### config.mk
export PLATFORM = sky130hd
export DESIGN_NAME = button_debounce_click_detector
export DESIGN_NICKNAME = d
export VERILOG_FILES = /design/src/hdl/bdcd_pkg.sv /design/src/hdl/button_debounce_click_detector.sv /design/src/hdl/bdcd_key_update.sv
export SDC_FILE = /design/constraint.sdc
export NUM_CORES = 1
export LEC_CHECK = 0
export BUFFER_PORTS_ARGS = -buffer_cell sky130_fd_sc_hd__buf_2
export CORE_MARGIN = 8
export CORE_UTILIZATION = 50
export DETAILED_ROUTE_END_ITERATION = 10
export PLACE_DENSITY_LB_ADDON = 0.2
export REMOVE_ABC_BUFFERS = 1
export SETUP_SLACK_MARGIN = 0.15
export SYNTH_ARGS = -nofsm -noshare
export SYNTH_HDL_FRONTEND = slang
export SYNTH_HIERARCHICAL = 1
export SYNTH_SLANG_ARGS = --single-unit
### constraint.sdc
create_clock -name clk -period 5.3 [get_ports clk]
set_input_delay 0.265 -clock clk [delete_from_list [all_inputs] [get_ports clk]]
set_output_delay 0.265 -clock clk [all_outputs]
set_load 0.005 [all_outputs]
### src/hdl/bdcd_pkg.sv
`timescale 1ns / 1ps

package bdcd_pkg;

  localparam int unsigned DebounceW = 8;
  localparam int unsigned TimerW    = 13;
  localparam int unsigned CfgIdxW   = 2;
  localparam int unsigned CfgDataW  = 13;

  localparam logic [CfgIdxW-1:0] REG_DEBOUNCE_COUNT   = 2'd0;
  localparam logic [CfgIdxW-1:0] REG_CLICK_GAP_TICKS  = 2'd1;
  localparam logic [CfgIdxW-1:0] REG_LONG_PRESS_TICKS = 2'd2;

  localparam logic [DebounceW-1:0] DEBOUNCE_RESET   = 8'd3;
  localparam logic [TimerW-1:0]    CLICK_GAP_RESET  = 13'd20;
  localparam logic [TimerW-1:0]    LONG_PRESS_RESET = 13'd200;

  localparam logic [1:0] KIND_SHORT  = 2'd0;
  localparam logic [1:0] KIND_DOUBLE = 2'd1;
  localparam logic [1:0] KIND_TRIPLE = 2'd2;
  localparam logic [1:0] KIND_LONG   = 2'd3;

  // sampled level: released, pressed, or nothing sampled since an edge
  localparam logic [1:0] LVL_RELEASED = 2'd0;
  localparam logic [1:0] LVL_NONE     = 2'd2;

  typedef enum logic [5:0] {
    ST_IDLE  = 6'b000001,
    ST_REL1  = 6'b000010,
    ST_PRS1  = 6'b000100,
    ST_REL2  = 6'b001000,
    ST_PRS2  = 6'b010000,
    ST_WIDLE = 6'b100000
  } gesture_t;

  typedef struct packed {
    logic       valid;
    logic [1:0] code;
  } kind_t;

  typedef struct packed {
    logic [DebounceW-1:0] debounce_count;
    logic [TimerW-1:0]    click_gap_ticks;
    logic [TimerW-1:0]    long_press_ticks;
  } cfg_t;

  typedef struct packed {
    gesture_t             gesture;
    logic [1:0]           sampled;
    logic                 settled;
    logic [DebounceW-1:0] debounce_left;
    logic [TimerW-1:0]    timer;
    kind_t                pending;
  } key_state_t;

  localparam key_state_t KEY_STATE_RESET = '{
    gesture:       ST_IDLE,
    sampled:       LVL_NONE,
    settled:       1'b0,
    debounce_left: '0,
    timer:         '0,
    pending:       '{valid: 1'b0, code: KIND_SHORT}
  };

  function automatic gesture_t next_gesture(gesture_t cur, logic timeout);
    gesture_t nx;
    case (cur)
      ST_REL1:  nx = timeout ? ST_WIDLE : ST_PRS1;
      ST_PRS1:  nx = timeout ? ST_IDLE  : ST_REL2;
      ST_REL2:  nx = timeout ? ST_WIDLE : ST_PRS2;
      ST_PRS2:  nx = timeout ? ST_IDLE  : ST_WIDLE;
      ST_WIDLE: nx = timeout ? ST_WIDLE : ST_IDLE;
      default:  nx = timeout ? ST_IDLE  : ST_REL1;
    endcase
    return nx;
  endfunction

  function automatic kind_t event_kind(gesture_t cur, logic timeout);
    kind_t k;
    k = '{valid: 1'b0, code: KIND_SHORT};
    case (cur)
      ST_REL1: if (timeout) k = '{valid: 1'b1, code: KIND_LONG};
      ST_PRS1: if (timeout) k = '{valid: 1'b1, code: KIND_SHORT};
      ST_REL2: if (timeout) k = '{valid: 1'b1, code: KIND_DOUBLE};
      ST_PRS2: begin
        k.valid = 1'b1;
        k.code  = timeout ? KIND_DOUBLE : KIND_TRIPLE;
      end
      default: k = '{valid: 1'b0, code: KIND_SHORT};
    endcase
    return k;
  endfunction

  function automatic logic gesture_active(gesture_t cur);
    logic act;
    case (cur)
      ST_REL1, ST_PRS1, ST_REL2, ST_PRS2, ST_WIDLE: act = 1'b1;
      default: act = 1'b0;
    endcase
    return act;
  endfunction

endpackage

### src/hdl/button_debounce_click_detector.sv
`timescale 1ns / 1ps

// Debounce and click detection for NUM_KEYS buttons. Each transfer on the tick
// channel is one scan tick of one key; keys at or above NUM_KEYS are dropped.
// A new tick is taken every clock while tick_stall is low; its report (short,
// double, triple or long), if the tick ends a gesture, is registered and offered
// once the tick leaves the held-tick register. Read, update and write-back of the
// key's state record happen together, so ticks for the same key may follow freely.

module button_debounce_click_detector
  import bdcd_pkg::*;
#(
  parameter int NUM_KEYS = 4
) (
  input  logic                clk,
  input  logic                rst,
  input  logic                cfg_write,
  input  logic [CfgIdxW-1:0]  cfg_index,
  input  logic [CfgDataW-1:0] cfg_data,
  input  logic                tick_valid,
  output logic                tick_stall,
  input  logic [1:0]          key_index,
  input  logic                pressed_level,
  input  logic                edge_seen,
  output logic                report_valid,
  input  logic                report_stall,
  output logic [1:0]          report_key,
  output logic [1:0]          click_kind
);

  localparam int KeyIdxW = (NUM_KEYS > 1) ? $clog2(NUM_KEYS) : 1;

  cfg_t       cfg;
  key_state_t key_state [NUM_KEYS];

  logic       held_valid;
  logic [1:0] held_key;
  logic       held_level;
  logic       held_edge;

  logic               advance;
  logic               held_fire;
  logic               in_range;
  logic [KeyIdxW-1:0] idx;
  key_state_t         cur;
  key_state_t         nxt;
  logic               step_report;
  logic [1:0]         step_kind;

  assign advance    = !report_valid || !report_stall;
  assign held_fire  = held_valid && advance;
  assign tick_stall = held_valid && !advance;
  assign in_range   = (32'(held_key) < NUM_KEYS);
  assign idx        = KeyIdxW'(held_key);
  assign cur        = key_state[idx];

  bdcd_key_update u_update (
    .cur       (cur),
    .level     (held_level),
    .edge_seen (held_edge),
    .cfg       (cfg),
    .nxt       (nxt),
    .report    (step_report),
    .kind      (step_kind)
  );

  always_ff @(posedge clk) begin
    if (rst) begin
      cfg.debounce_count   <= DEBOUNCE_RESET;
      cfg.click_gap_ticks  <= CLICK_GAP_RESET;
      cfg.long_press_ticks <= LONG_PRESS_RESET;
    end else if (cfg_write) begin
      case (cfg_index)
        REG_DEBOUNCE_COUNT:   cfg.debounce_count   <= cfg_data[DebounceW-1:0];
        REG_CLICK_GAP_TICKS:  cfg.click_gap_ticks  <= cfg_data[TimerW-1:0];
        REG_LONG_PRESS_TICKS: cfg.long_press_ticks <= cfg_data[TimerW-1:0];
        default: ;
      endcase
    end
  end

  always_ff @(posedge clk) begin
    if (rst) begin
      held_valid   <= 1'b0;
      report_valid <= 1'b0;
      for (int k = 0; k < NUM_KEYS; k++) begin
        key_state[k] <= KEY_STATE_RESET;
      end
    end else begin
      if (!tick_stall) begin
        held_valid <= tick_valid;
      end
      if (advance) begin
        report_valid <= held_fire && in_range && step_report;
      end
      if (held_fire && in_range) begin
        key_state[idx] <= nxt;
      end
    end
  end

  always_ff @(posedge clk) begin
    if (!tick_stall) begin
      held_key   <= key_index;
      held_level <= pressed_level;
      held_edge  <= edge_seen;
    end
    if (advance) begin
      report_key <= held_key;
      click_kind <= step_kind;
    end
  end

`ifndef SYNTHESIS
  assert property (@(posedge clk) disable iff (rst)
    tick_stall |-> held_valid && report_valid)
    else $error("tick stalled without a held tick behind a waiting report");

  assert property (@(posedge clk) disable iff (rst)
    $rose(report_valid) |-> $past(held_fire) && $past(in_range))
    else $error("report raised without a processed tick");

  assert property (@(posedge clk) disable iff (rst)
    held_fire && in_range && step_report |-> nxt.gesture == ST_IDLE)
    else $error("report given while gesture not back in idle");

  assert property (@(posedge clk) disable iff (rst)
    held_fire && in_range && nxt.gesture == ST_IDLE |-> nxt.timer == '0 && !nxt.pending.valid)
    else $error("idle key left with running timer or pending kind");
`endif

endmodule

### src/hdl/bdcd_key_update.sv
`timescale 1ns / 1ps

module bdcd_key_update
  import bdcd_pkg::*;
(
  input  key_state_t cur,
  input  logic       level,
  input  logic       edge_seen,
  input  cfg_t       cfg,
  output key_state_t nxt,
  output logic       report,
  output logic [1:0] kind
);

  logic [1:0] samp;
  logic       accept;
  logic       timeout;
  logic       transition;
  gesture_t   nx;
  kind_t      ev_kind;
  kind_t      pend;

  always_comb begin
    samp    = edge_seen ? LVL_NONE : cur.sampled;
    nxt     = cur;
    accept  = 1'b0;
    timeout = 1'b0;
    report  = 1'b0;
    kind    = cur.pending.code;
    nx      = cur.gesture;
    ev_kind = '{valid: 1'b0, code: KIND_SHORT};
    pend    = cur.pending;

    if ({1'b0, level} != samp) begin
      nxt.sampled       = {1'b0, level};
      nxt.debounce_left = cfg.debounce_count;
      accept            = (cfg.debounce_count == '0);
    end else if (cur.debounce_left != '0) begin
      nxt.sampled       = samp;
      nxt.debounce_left = cur.debounce_left - 1'b1;
      accept            = (cur.debounce_left == DebounceW'(1));
    end else begin
      nxt.sampled = samp;
      if (gesture_active(cur.gesture)) begin
        if (cur.timer <= TimerW'(1)) begin
          timeout = 1'b1;
        end else begin
          nxt.timer = cur.timer - 1'b1;
        end
      end
    end

    transition = accept && (cur.settled != level);
    if (transition) begin
      nxt.settled = level;
    end

    if (transition || timeout) begin
      nx      = next_gesture(cur.gesture, timeout);
      ev_kind = event_kind(cur.gesture, timeout);
      if (ev_kind.valid) begin
        pend = ev_kind;
      end
      nxt.gesture = nx;
      nxt.pending = pend;
      nxt.timer   = (nx == ST_REL1) ? cfg.long_press_ticks : cfg.click_gap_ticks;
      if (nx == ST_IDLE) begin
        report            = pend.valid;
        kind              = pend.code;
        nxt.timer         = '0;
        nxt.pending.valid = 1'b0;
      end
    end
  end

endmodule
======== Word level (Yosys, flattened, before mapping) ========
Memory sizes are Yosys's and may differ from the RTL's. A register that Yosys moved wholly into a read port is not among the register bits.
Cells that the tools add are included.
W data, S select, Z words.
operators by class
  equality and inequality tests ........... 12
  muxes and demuxes ....................... 50
  order comparisons ....................... 1
  add/sub/neg operators ................... 2
  reductions and logical operators ........ 17
operator list
  kind                     count
  $mux W13                 5
  $mux W6                  6
  $mux W33                 1
  $reduce_or A33 Y1        1
  $pmux W6 S5              1
  $mux W1                  18
  $mux W16                 1
  $mux W2                  8
  $mux W8                  2
  $mux W3                  5
  $mux W14                 1
  $le A13 B1 Y1 const B    1
  $sub A13 B1 Y13 const B  1
  $eq A6 B2 Y1 const B     2
  $pmux W3 S4              1
  $eq A8 B1 Y1 const B     1
  $logic_not A8 Y1         1
  $reduce_bool A8 Y1       1
  $sub A8 B1 Y8 const B    1
  $eq A6 B1 Y1 const B     1
  $eq A6 B3 Y1 const B     1
  $eq A6 B4 Y1 const B     1
  $eq A6 B5 Y1 const B     1
  $eq A6 B6 Y1 const B     1
  other kinds (11)         19
word-level totals
  flip-flop bits (word level) ............. 44
  input port bits ......................... 24
  memory bits (writable) .................. 132
  output and inout bits ................... 6
  memories kept ........................... 1
  word-level logic and storage cells ...... 93
memory list
  memory     depth  bits a word  read ports  clocked after memory_dff  wr ports  line                                  text
  key_state  4      33           1           1                         4         button_debounce_click_detector.sv:34  key_state_t key_state [NUM_KEYS];

======== Logic depth before layout (Yosys ltp) ========
Gate-level depths: netlist of run 1.
  depth after elaboration ................. 16
  mapped depth ............................ 14
  mapped depth without buffers ............ 11

======== Cells and area by module ========
Netlist of run 1, hierarchy kept.
modules (own cells, without submodules)
  module                          cells each  area each (sq um)  sequential area each (sq um)  instances
  button_debounce_click_detector  542         8240.4             4964.8                        1
  bdcd_key_update                 204         1372.6             0.0                           1

======== Least setup slack after synthesis of run 1 ========
No wires, ideal clock.
  kind .................................... reg-to-reg
  from .................................... reg (tool-made name)
  to ...................................... mem key_state[0][27] (netlist name) (data pin)
  buffers on the path ..................... 3
  data required time ...................... 5028 ps
  stages on the path, launching flop included .. 12
  period minus slack after synthesis ...... 4056 ps
  setup time .............................. 272 ps
  arrival ................................. 3784 ps
  setup slack ............................. 1244 ps
  cells stage by stage .................... dfxtp_1 > buf_4 > buf_2 > mux4_2 > or4_4 > or4b_4 > nor3_4 > mux2i_1 > nand2_1 > buf_6 > o21a_1 > or4_1
RTL lines
  item              line
  end: declaration  button_debounce_click_detector.sv:34

==> summary.txt, run 1 <==
Yosys reg bits -> 178
core footprint -> 18800 µm²
PD cells -> 308 nW/µm²
highest cell delay on the worst timing path -> 0.62 ns
Hold WC Path Type -> primary input to register
Die ar. -> 23900 µm²
WS Path Type -> register to register
largest net degree at the start of global routing -> 80
Worst Hold Launch -> key_index[1]
io pins -> 30
slowest CP cell -> dfxtp_2
Post-Syn Area -> 9610 µm²
r2r setup slk -> 0.58 ns
most frequent cells in the layout -> 140 x edfxtp_1, 75 x nor4_2, 49 x mux2i_1, 41 x inv_1, 41 x nand2b_1
RSZ-0062 raised after global routing -> no
max_cap viols -> 0
Switch Pwr -> 0.824 mW
Min-Delay Endpoint -> held_key[1]
Max Slew Vio Count -> 0
Leakage Power -> 3.43 nW
DRC violations left -> 0
actual slew at the worst max-slew pin -> 1.08 ns
setup_tns -> 0 ns
Max clock buf depth -> 2
Cell variety after synth -> 57
Area Growth Syn to Fin -> 8.64%
Site Rows -> 50
PortBufs -> 29
wire per inst -> 22.8 µm
antenna diode count -> 0
clk_lat worst skew -> 0.43 ns
vias per cell -> 6.13
internal power -> 2.39 mW
Clock Tree Root -> clkbuf_16
Flop pwr share -> 49.4%
cts bufs inserted -> 17
vias in the first global route -> 6370
crit-path cells -> mux4_2, inv_1, ha_1, or4b_2, or4_4, a21oi_4, a21o_1, nand2_1, o21a_1, or4_1
Final Non-Filler Cells -> 988
Final Setup Violations -> 0
WP buf/inv -> 1
wire length of the first global-routing pass -> 35.7 mm
Ys Warns -> 6
TritonCTS clock tree -> done
Crit Reg-Reg Endpoint -> key_state[2][27]
initial antenna violation count -> 0
status -> complete, no violations
CTS Sinks -> 178
asr flop ratio synth -> 0%
Total GRT Usage -> 19.5%
most common cell after layout, fill and taps aside -> edfxtp_1
Main synth FF type -> edfxtp_1
Die Width -> 155 µm
clock-pin transition on the worst setup and hold timing paths -> 0.07 ns
Routed WL -> 22.5 mm
layout cell share with drive strength beyond 1 -> 27.9%
Cells after Synth -> 746
Starting Density -> 51.2%
Final period util -> 89.1%
syn avg cell area -> 12.9 µm²
Fin. Hold Viols -> 0
startpoint types -> register
path depth of the worst reg2reg path -> 10
global route overflow -> 0
fmax -> 0.212 GHz
fillers -> 1568
combinational fraction of design power -> 11.5%
via count -> 6058
sequential-to-total area share from yosys stat -> 51.6%
VDD IR max -> 0.199 mV
post-CTS setup buffers -> 0
dpl cells -> 954
switching part of the total -> 25.6%
Final WS setup -> 0.580 ns
Critical Path End Type -> register
HPWL Detailed -> 13.7 mm
1st-iter DRT viols -> 381
worst rel slew slack -> 27.7%
number of synthesized flops with an enable pin -> 140
critical path arrival -> 4.88 ns
first-pass iteration count of the detailed router -> 6
CP top delay family -> simple AND/OR/NAND/NOR gates
worst hold stages -> 1
Setup WS pre-CTS -> 0.642 ns
Nets -> 770
GP Congestion -> 0.796
clk_skew -> 0.0122 ns
Pwr Total -> 3.22 mW
CP required -> 5.46 ns
Tmin final -> 4.72 ns
CP max FO -> 12
H-tree Lvls -> 4
clock share of power -> 39.1%
Die H -> 155 µm
Post-DRT Antenna Nets -> 0
-- sequential cells by signal, indices dropped and copies added, names as in the netlist, named ones only --
signal / flops
cfg: 34
click_kind: 2
held_edge: 1
held_key: 2
held_level: 1
held_valid: 1
key_state: 132
report_key: 2
report_valid: 1
-- power groups by stage --
stage                     Sequential [mW]  Clock (mW)  Combinational [mW]
final                                1.59        1.26               0.369
after global routing                 1.60        1.34               0.396
after CTS                            1.59        1.28               0.369
after detailed placement             1.62           0               0.366
after global placement               1.62           0               0.356
after floorplan                      1.62           0               0.228
-- layer usage --
metal | global-route usage [%] | part of all wire, % | wire length (µm)
met4 | 6.81 | 1.5 | 341
met5 | 0 | 0 | 0
met3 | 3.34 | 4.4 | 988
met1 | 23.6 | 42 | 9360
met2 | 34.4 | 53 | 11800
-- per-stage QoR --
stage	instance area [µm²]	hold WS, ns	util, %
6_report	10400	0.0210	55.6
5_1_grt	10400	0.00508	55.6
4_1_cts	10400	0.00801	55.6
3_5_place_dp	9840	0.444	52.4
3_3_place_gp	9840	0.446	52.4
2_1_floorplan	9210	0.334	-
-- Yosys cell counts (all sizes together), types with 3 or more instances --
library cell	n	area (µm²)
nor3b	6	45.0
o22ai	10	62.6
xor2	11	96.3
mux4	33	743
nand3	7	35.0
nand4	5	31.3
xnor2	8	70.1
or4	9	75.1
nor2	28	105
o21bai	5	37.5
inv	41	154
nand2	20	75.1
edfxtp	140	4200
o21a	4	30.0
nand3b	5	37.5
or3	4	25.0
nand2b	43	269
a21oi	12	71.3
and4b	3	30.0
buf	49	319
o21ai	16	80.1
mux2i	49	490
dfxtp	38	761
ha	5	62.6
nor3	37	196
mux2	6	67.6
nor4	100	1120
clkbuf	23	87.6
or2	4	25.0
-- cell families (layout without fill, tap and decap cells) --
family,after synthesis,in the layout,share of synthesized area (%)
and+or+nand+nor,284,284,22.7
muxes,88,88,13.5
other,1,1,0.0390
AOI/OAI and AO/OA,58,58,3.84
adders and majority gates,5,5,0.651
xor gates and xnor gates,19,19,1.73
DFF,178,178,51.6
buffers and inverters,113,121,5.83
-- timing repair --
item	CTS	global route
hold buffers	2	0
endpoints found under the hold margin	2	0
gates resized for setup	0	0
-- area by class of cell --
class | instances | area [µm²] | area share [%]
repair buffers | 48 | 312 | 2.98
multi-input cells | 455 | 4140 | 39.6
clock buffers | 17 | 425 | 4.07
well taps | 234 | 293 | 2.80
inverters | 41 | 154 | 1.47
flip-flops and latches | 178 | 4970 | 47.5
clock inverters | 15 | 156 | 1.50
-- worst max path at each step --
stage / start / end / depth (start not counted)
2_1_floorplan: held_valid / key_state[0][0] / 2
3_3_place_gp: register / key_state[0][27] / 10
3_5_place_dp: register / key_state[2][27] / 9
4_1_cts: register / key_state[2][27] / 10
5_1_grt: register / key_state[2][27] / 10
6_report: register / key_state[2][27] / 10
Note: power is estimated with default switching activity, not from simulation.
==> run 2, diff against run 1 <==
--- a/config.mk
+++ b/config.mk
@@ -7,7 +7,7 @@
 export LEC_CHECK = 0
 export BUFFER_PORTS_ARGS = -buffer_cell sky130_fd_sc_hd__buf_2
 export CORE_MARGIN = 8
-export CORE_UTILIZATION = 50
+export CORE_UTILIZATION = 45
 export DETAILED_ROUTE_END_ITERATION = 10
 export PLACE_DENSITY_LB_ADDON = 0.2
 export REMOVE_ABC_BUFFERS = 1
==> summary.txt, run 2 (same netlist as run 1, synthesis figures left out) <==
status -> complete, no violations (unchanged)
global route overflow -> 0 (unchanged)
io pins -> 30 (unchanged)
Final WS setup -> 0.682 ns (was 0.580 ns)
wire per inst -> 21.2 µm (was 22.8 µm)
critical path arrival -> 4.78 ns (was 4.88 ns)
TritonCTS clock tree -> done (unchanged)
via count -> 6107 (was 6058)
PD cells -> 305 nW/µm² (was 308 nW/µm²)
placed inst area -> 9900 µm² (was 9840 µm²)
core footprint -> 21000 µm² (was 18800 µm²)
Reg with most FFs -> key_state (unchanged)
max_cap viols -> 0 (unchanged)
Die Width -> 162 µm (was 155 µm)
Leakage Power -> 3.44 nW (was 3.43 nW)
Critical Path End Type -> register (unchanged)
initial antenna violation count -> 0 (unchanged)
worst hold stages -> 1 (unchanged)
VDD IR max -> 0.150 mV (was 0.199 mV)
dpl cells -> 994 (was 954)
Clock Tree Root -> clkbuf_16 (unchanged)
wire length of the first global-routing pass -> 35.0 mm (was 35.7 mm)
Site Rows -> 53 (was 50)
Tmin final -> 4.62 ns (was 4.72 ns)
CP max FO -> 15 (was 12)
PortBufs -> 29 (unchanged)
1st-iter DRT viols -> 482 (was 381)
final core utilization -> 50.0% (was 55.6%)
cts bufs inserted -> 17 (unchanged)
first-pass iteration count of the detailed router -> 5 (was 6)
antenna diode count -> 0 (unchanged)
HPWL Detailed -> 13.9 mm (was 13.7 mm)
vias in the first global route -> 6303 (was 6370)
CTS Sinks -> 178 (unchanged)
Nets -> 769 (was 770)
Hold WC Path Type -> primary input to register (unchanged)
largest net degree at the start of global routing -> 103 (was 80)
Final Setup Violations -> 0 (unchanged)
Regs by FF count -> key_state x132, cfg x34 (unchanged)
clk_skew -> 0.0124 ns (was 0.0122 ns)
Worst Hold Launch -> key_index[1] (unchanged)
GP Congestion -> 0.846 (was 0.796)
WS Path Type -> register to register (unchanged)
Fin Hold WS -> 0.0210 ns (about the same)
Area Growth Syn to Fin -> 9.29% (was 8.64%)
Setup WS pre-CTS -> 0.696 ns (was 0.642 ns)
startpoint types -> register (unchanged)
Final Non-Filler Cells -> 1028 (was 988)
layout cell share with drive strength beyond 1 -> 27.8% (was 27.9%)
clock-pin transition on the worst setup and hold timing paths -> 0.07 ns (about the same)
fmax -> 0.217 GHz (was 0.212 GHz)
RSZ-0062 raised after global routing -> no (unchanged)
actual slew at the worst max-slew pin -> 1.09 ns (was 1.08 ns)
Die H -> 162 µm (was 155 µm)
H-tree Lvls -> 4 (unchanged)
Starting Density -> 45.7% (was 51.2%)
Max clock buf depth -> 2 (unchanged)
r2r setup slk -> 0.68 ns (was 0.58 ns)
Max Slew Vio Count -> 0 (unchanged)
DRC violations left -> 0 (unchanged)
Final Instance Area -> 10500 µm² (was 10400 µm²)
most frequent cells in the layout -> 140 x edfxtp_1, 75 x nor4_2, 49 x mux2i_1, 41 x inv_1, 41 x nand2b_1 (unchanged)
Min-Delay Endpoint -> held_key[1] (unchanged)
max FFs per register -> 132 (unchanged)
clk_lat worst skew -> 0.43 ns (about the same)
Fin. Hold Viols -> 0 (unchanged)
Final period util -> 87.1% (was 89.1%)
Crit Reg-Reg Endpoint -> key_state[0][27] (was key_state[2][27])
path depth of the worst reg2reg path -> 9 (was 10)
Total GRT Usage -> 17.1% (was 19.5%)
worst rel slew slack -> 27.0% (was 27.7%)
Routed WL -> 21.8 mm (was 22.5 mm)
most common cell after layout, fill and taps aside -> edfxtp_1 (unchanged)
CP required -> 5.46 ns (about the same)
Post-DRT Antenna Nets -> 0 (unchanged)
post-CTS sizing -> 0 (unchanged)
Die ar. -> 26300 µm² (was 23900 µm²)
vias per cell -> 5.94 (was 6.13)
-- run 2: cell types whose count changed in the layout (fill, tap and decap cells not counted), sizes merged --
cell,before,now
clkbuf,17,24
clkinvlp,2,0
bufinv,2,0
clkinv,6,3
buf,46,45
-- run 2: stage by stage --
stage / TNS (ns) / power, mW
3_5_place_dp: 0 / 1.98
3_3_place_gp: 0 / 1.97
2_1_floorplan: -54.07 / 1.85
6_report: 0 / 3.20
5_1_grt: 0 / 3.31
4_1_cts: 0 / 3.23
-- run 2: worst max-delay path by stage --
stage | to | cells past startpoint | slack (ns) | start
6_report | key_state[0][27] | 9 | 0.68 | register
5_1_grt | key_state[0][27] | 9 | 0.27 | register
4_1_cts | key_state[0][27] | 9 | 0.66 | register
3_5_place_dp | key_state[1][27] | 9 | 0.70 | register
3_3_place_gp | key_state[3][14] | 10 | 0.84 | register
2_1_floorplan | key_state[0][0] | 2 | -0.55 | held_valid
-- run 2: area by class of cell --
| type | count | area (µm²) |
|---|---|---|
| Clock inverter | 8 | 61.3 |
| Fill cell | 1836 | 10500 |
| Sequential cell | 178 | 4970 |
| Timing Repair Buffer | 47 | 317 |
| Clock buffer | 24 | 527 |
| Inverter | 41 | 154 |
| Tap cell | 275 | 344 |
| Multi-Input combinational cell | 455 | 4140 |
-- run 2: timing repair --
item                      4_1_cts  5_1_grt
buffers inserted                0        0
hold buffers                    2        0
hold endpoints to repair        2        0
-- run 2: routing by layer --
metal | track usage [%] | vias up | part of all wire (%)
li1 | - | 2835 | -
met1 | 21.5 | 3106 | 43
met2 | 29.0 | 151 | 52
met3 | 3.54 | 15 | 4.3
met4 | 5.26 | 0 | 1.1
met5 | 0 | - | 0
-- run 2: worst max-delay path: stages (launching register included) --
cell and delay (ns):
dfxtp_2 0.70, buf_12 0.24, mux4_2 0.55, nor4_1 0.63, nand4_1 0.33, nor3_4 0.28
mux2i_1 0.43, nand2_1 0.39, o21a_1 0.27, or4_1 0.52
-- run 2: report_power, final --
part	total (mW)	internal [mW]	switching, mW
sequential	1.59	1.57	0.0257
combinational	0.361	0.125	0.236
clock	1.25	0.706	0.542
total	3.20	2.40	0.804
==> run 3, diff against run 2 <==
--- a/config.mk
+++ b/config.mk
@@ -9,7 +9,7 @@
 export CORE_MARGIN = 8
 export CORE_UTILIZATION = 45
 export DETAILED_ROUTE_END_ITERATION = 10
-export PLACE_DENSITY_LB_ADDON = 0.2
+export PLACE_DENSITY = 0.62
 export REMOVE_ABC_BUFFERS = 1
 export SETUP_SLACK_MARGIN = 0.15
 export SYNTH_ARGS = -nofsm -noshare
==> constraint.sdc (replaced) <==
create_clock -name clk -period 4.2 [get_ports clk]
set_input_delay 0.21 -clock clk [delete_from_list [all_inputs] [get_ports clk]]
set_output_delay 0.21 -clock clk [all_outputs]
set_load 0.005 [all_outputs]
==> summary.txt, run 3 (same netlist as run 1, synthesis figures left out) <==
Site Rows -> 53 (unchanged)
status -> complete, no violations (unchanged)
most frequent cells in the layout -> 140 x edfxtp_1, 75 x nor4_2, 49 x mux2i_1, 41 x inv_1, 41 x nand2b_1 (unchanged)
PD cells -> 372 nW/µm² (was 305 nW/µm²)
Most Crowded Layer GR -> met2 (unchanged)
Fin. Hold Viols -> 0 (unchanged)
global route overflow -> 0 (unchanged)
Flop pwr share -> 50.7% (was 49.7%)
Post-DRT Antenna Nets -> 0 (unchanged)
PortBufs -> 29 (unchanged)
TritonCTS clock tree -> done (unchanged)
io pins -> 30 (unchanged)
largest net degree at the start of global routing -> 171 (was 103)
Fin Hold WS -> 0.0380 ns (was 0.0210 ns)
Clock Tree Root -> clkbuf_16 (unchanged)
Hold WC Path Type -> primary input to register (unchanged)
clk_lat worst skew -> 0.44 ns (was 0.43 ns)
highest cell delay on the worst timing path -> 0.56 ns (was 0.70 ns)
Switch Pwr -> 1.01 mW (was 0.804 mW)
initial antenna violation count -> 0 (unchanged)
Area Growth Syn to Fin -> 10.5% (was 9.29%)
most common cell after layout, fill and taps aside -> edfxtp_1 (unchanged)
wire length of the first global-routing pass -> 35.0 mm (about the same)
H-tree Lvls -> 4 (unchanged)
critical path arrival -> 4.11 ns (was 4.78 ns)
via count -> 6144 (was 6107)
M2 GR Usage -> 28.9% (was 29.0%)
CP max FO -> 10 (was 15)
Final Non-Filler Cells -> 1045 (was 1028)
Max Slew Vio Count -> 0 (unchanged)
Total GRT Usage -> 17.1% (about the same)
WS Path Type -> register to register (unchanged)
Starting Density -> 45.7% (unchanged)
vias per cell -> 5.88 (was 5.94)
Final Instance Area -> 10600 µm² (was 10500 µm²)
Die H -> 162 µm (unchanged)
CP required -> 4.43 ns (was 5.46 ns)
VDD IR max -> 0.242 mV (was 0.150 mV)
Regs by FF count -> key_state x132, cfg x34 (unchanged)
Tmin final -> 3.88 ns (was 4.62 ns)
clock-pin transition on the worst setup and hold timing paths -> 0.07 ns (about the same)
Pwr Total -> 3.95 mW (was 3.20 mW)
internal power -> 2.94 mW (was 2.40 mW)
DRC violations left -> 0 (unchanged)
Nets -> 786 (was 769)
cts bufs inserted -> 17 (unchanged)
placed inst area -> 9970 µm² (was 9900 µm²)
clk_skew -> 0.0145 ns (was 0.0124 ns)
r2r setup slk -> 0.32 ns (was 0.68 ns)
switching part of the total -> 25.7% (was 25.1%)
crit-path cells -> buf_4, mux4_2, or4_4, or4b_4, nor3_4, mux2i_1, nand2_1, buf_4, o22ai_1, inv_1, nor4_1 (was buf_12, mux4_2, nor4_1, nand4_1, nor3_4, mux2i_1, nand2_1, o21a_1, or4_1)
Final Setup Violations -> 0 (unchanged)
fmax -> 0.258 GHz (was 0.217 GHz)
layout cell share with drive strength beyond 1 -> 29.2% (was 27.8%)
wire per inst -> 21.1 µm (was 21.2 µm)
met1 Track Usage GR -> 21.5% (about the same)
startpoint types -> register (unchanged)
CP top delay family -> simple AND/OR/NAND/NOR gates (unchanged)
max FFs per register -> 132 (unchanged)
first-pass iteration count of the detailed router -> 5 (unchanged)
core footprint -> 21000 µm² (unchanged)
Die ar. -> 26300 µm² (unchanged)
Routed WL -> 22.1 mm (was 21.8 mm)
Max clock buf depth -> 2 (unchanged)
GP Congestion -> 0.821 (was 0.846)
antenna diode count -> 0 (unchanged)
1st-iter DRT viols -> 420 (was 482)
RSZ-0062 raised after global routing -> no (unchanged)
Die Width -> 162 µm (unchanged)
max_cap viols -> 0 (unchanged)
Leakage Power -> 3.52 nW (was 3.44 nW)
worst rel slew slack -> 35.3% (was 27.0%)
HPWL Detailed -> 13.8 mm (was 13.9 mm)
slowest CP cell -> or4_4 (was dfxtp_2)
clock share of power -> 37.4% (was 39.0%)
CP dominant cell by count -> buf_4
actual slew at the worst max-slew pin -> 0.968 ns (was 1.09 ns)
WP buf/inv -> 3 (was 1)
combinational fraction of design power -> 11.9% (was 11.3%)
vias in the first global route -> 6384 (was 6303)
Final period util -> 92.4% (was 87.1%)
Reg with most FFs -> key_state (unchanged)
met3 usage -> 2.76% (was 3.54%)
dpl cells -> 1003 (was 994)
Critical Path End Type -> register (unchanged)
CTS Sinks -> 178 (unchanged)
==> run 3: cell types whose count changed in the layout (fill, tap and decap cells not counted), sizes merged <==
| cell | before | now |
|---|---|---|
| buf | 45 | 59 |
| clkbuf | 24 | 21 |
| clkinv | 3 | 7 |
| dlygate4sd3 | 2 | 4 |
==> run 3: final timing paths <==
path,start,end,cells after the start
setup / recovery,register,key_state[2][6],11
hold / removal,tick_valid,held_valid,3
setup reg to reg,register,key_state[2][6],11
hold reg to reg,cfg[18],cfg[18],2
==> run 3: power groups by stage <==
stage	logic [mW]	registers, mW	clock network, mW
after floorplan	0.288	2.04	0
after global placement	0.450	2.04	0
after detailed placement	0.462	2.04	0
after CTS	0.467	2.01	1.51
after global routing	0.512	2.01	1.56
final	0.472	2.00	1.48
==> run 3: what timing repair did <==
action | 4_1_cts | 5_1_grt
endpoints found under the setup margin | 0 | 47
buffers inserted | 0 | 5
endpoints found under the hold margin | 4 | 0
hold buffers | 4 | 0
resized for setup | 0 | 3
==> run 3: worst reg2reg max path, stage by stage (launching register included) <==
cell,delay [ns]
dfxtp_4,0.43
buf_4,0.14
mux4_2,0.53
or4_4,0.56
or4b_4,0.54
nor3_4,0.24
mux2i_1,0.29
nand2_1,0.12
buf_4,0.20
o22ai_1,0.19
inv_1,0.12
nor4_1,0.32
==> run 3: layer usage <==
metal | wire length, µm | vias up
met5 | 0 | -
li1 | - | 2874
met3 | 933 | 28
met2 | 11100 | 133
met1 | 9640 | 3109
met4 | 408 | 0
==> run 3: through the flow <==
stage | setup WS [ns] | TNS, ns | utilization (%)
floorplan | -1.65 | -222.17 | -
detailed placement | 0.232 | 0 | 47.4
global route | 0.178 | 0 | 50.5
finish | 0.318 | 0 | 50.5
CTS | 0.223 | 0 | 50.2
global placement | 0.337 | 0 | 47.4
==> run 3: layout make-up <==
cell class	instances	area, µm²
inverter	41	154
clock inverter	12	78.8
timing repair buffer	64	487
multi-input combinational	455	4130
fill	1808	10400
clock buffer	20	459
sequential	178	4970
tap	275	344
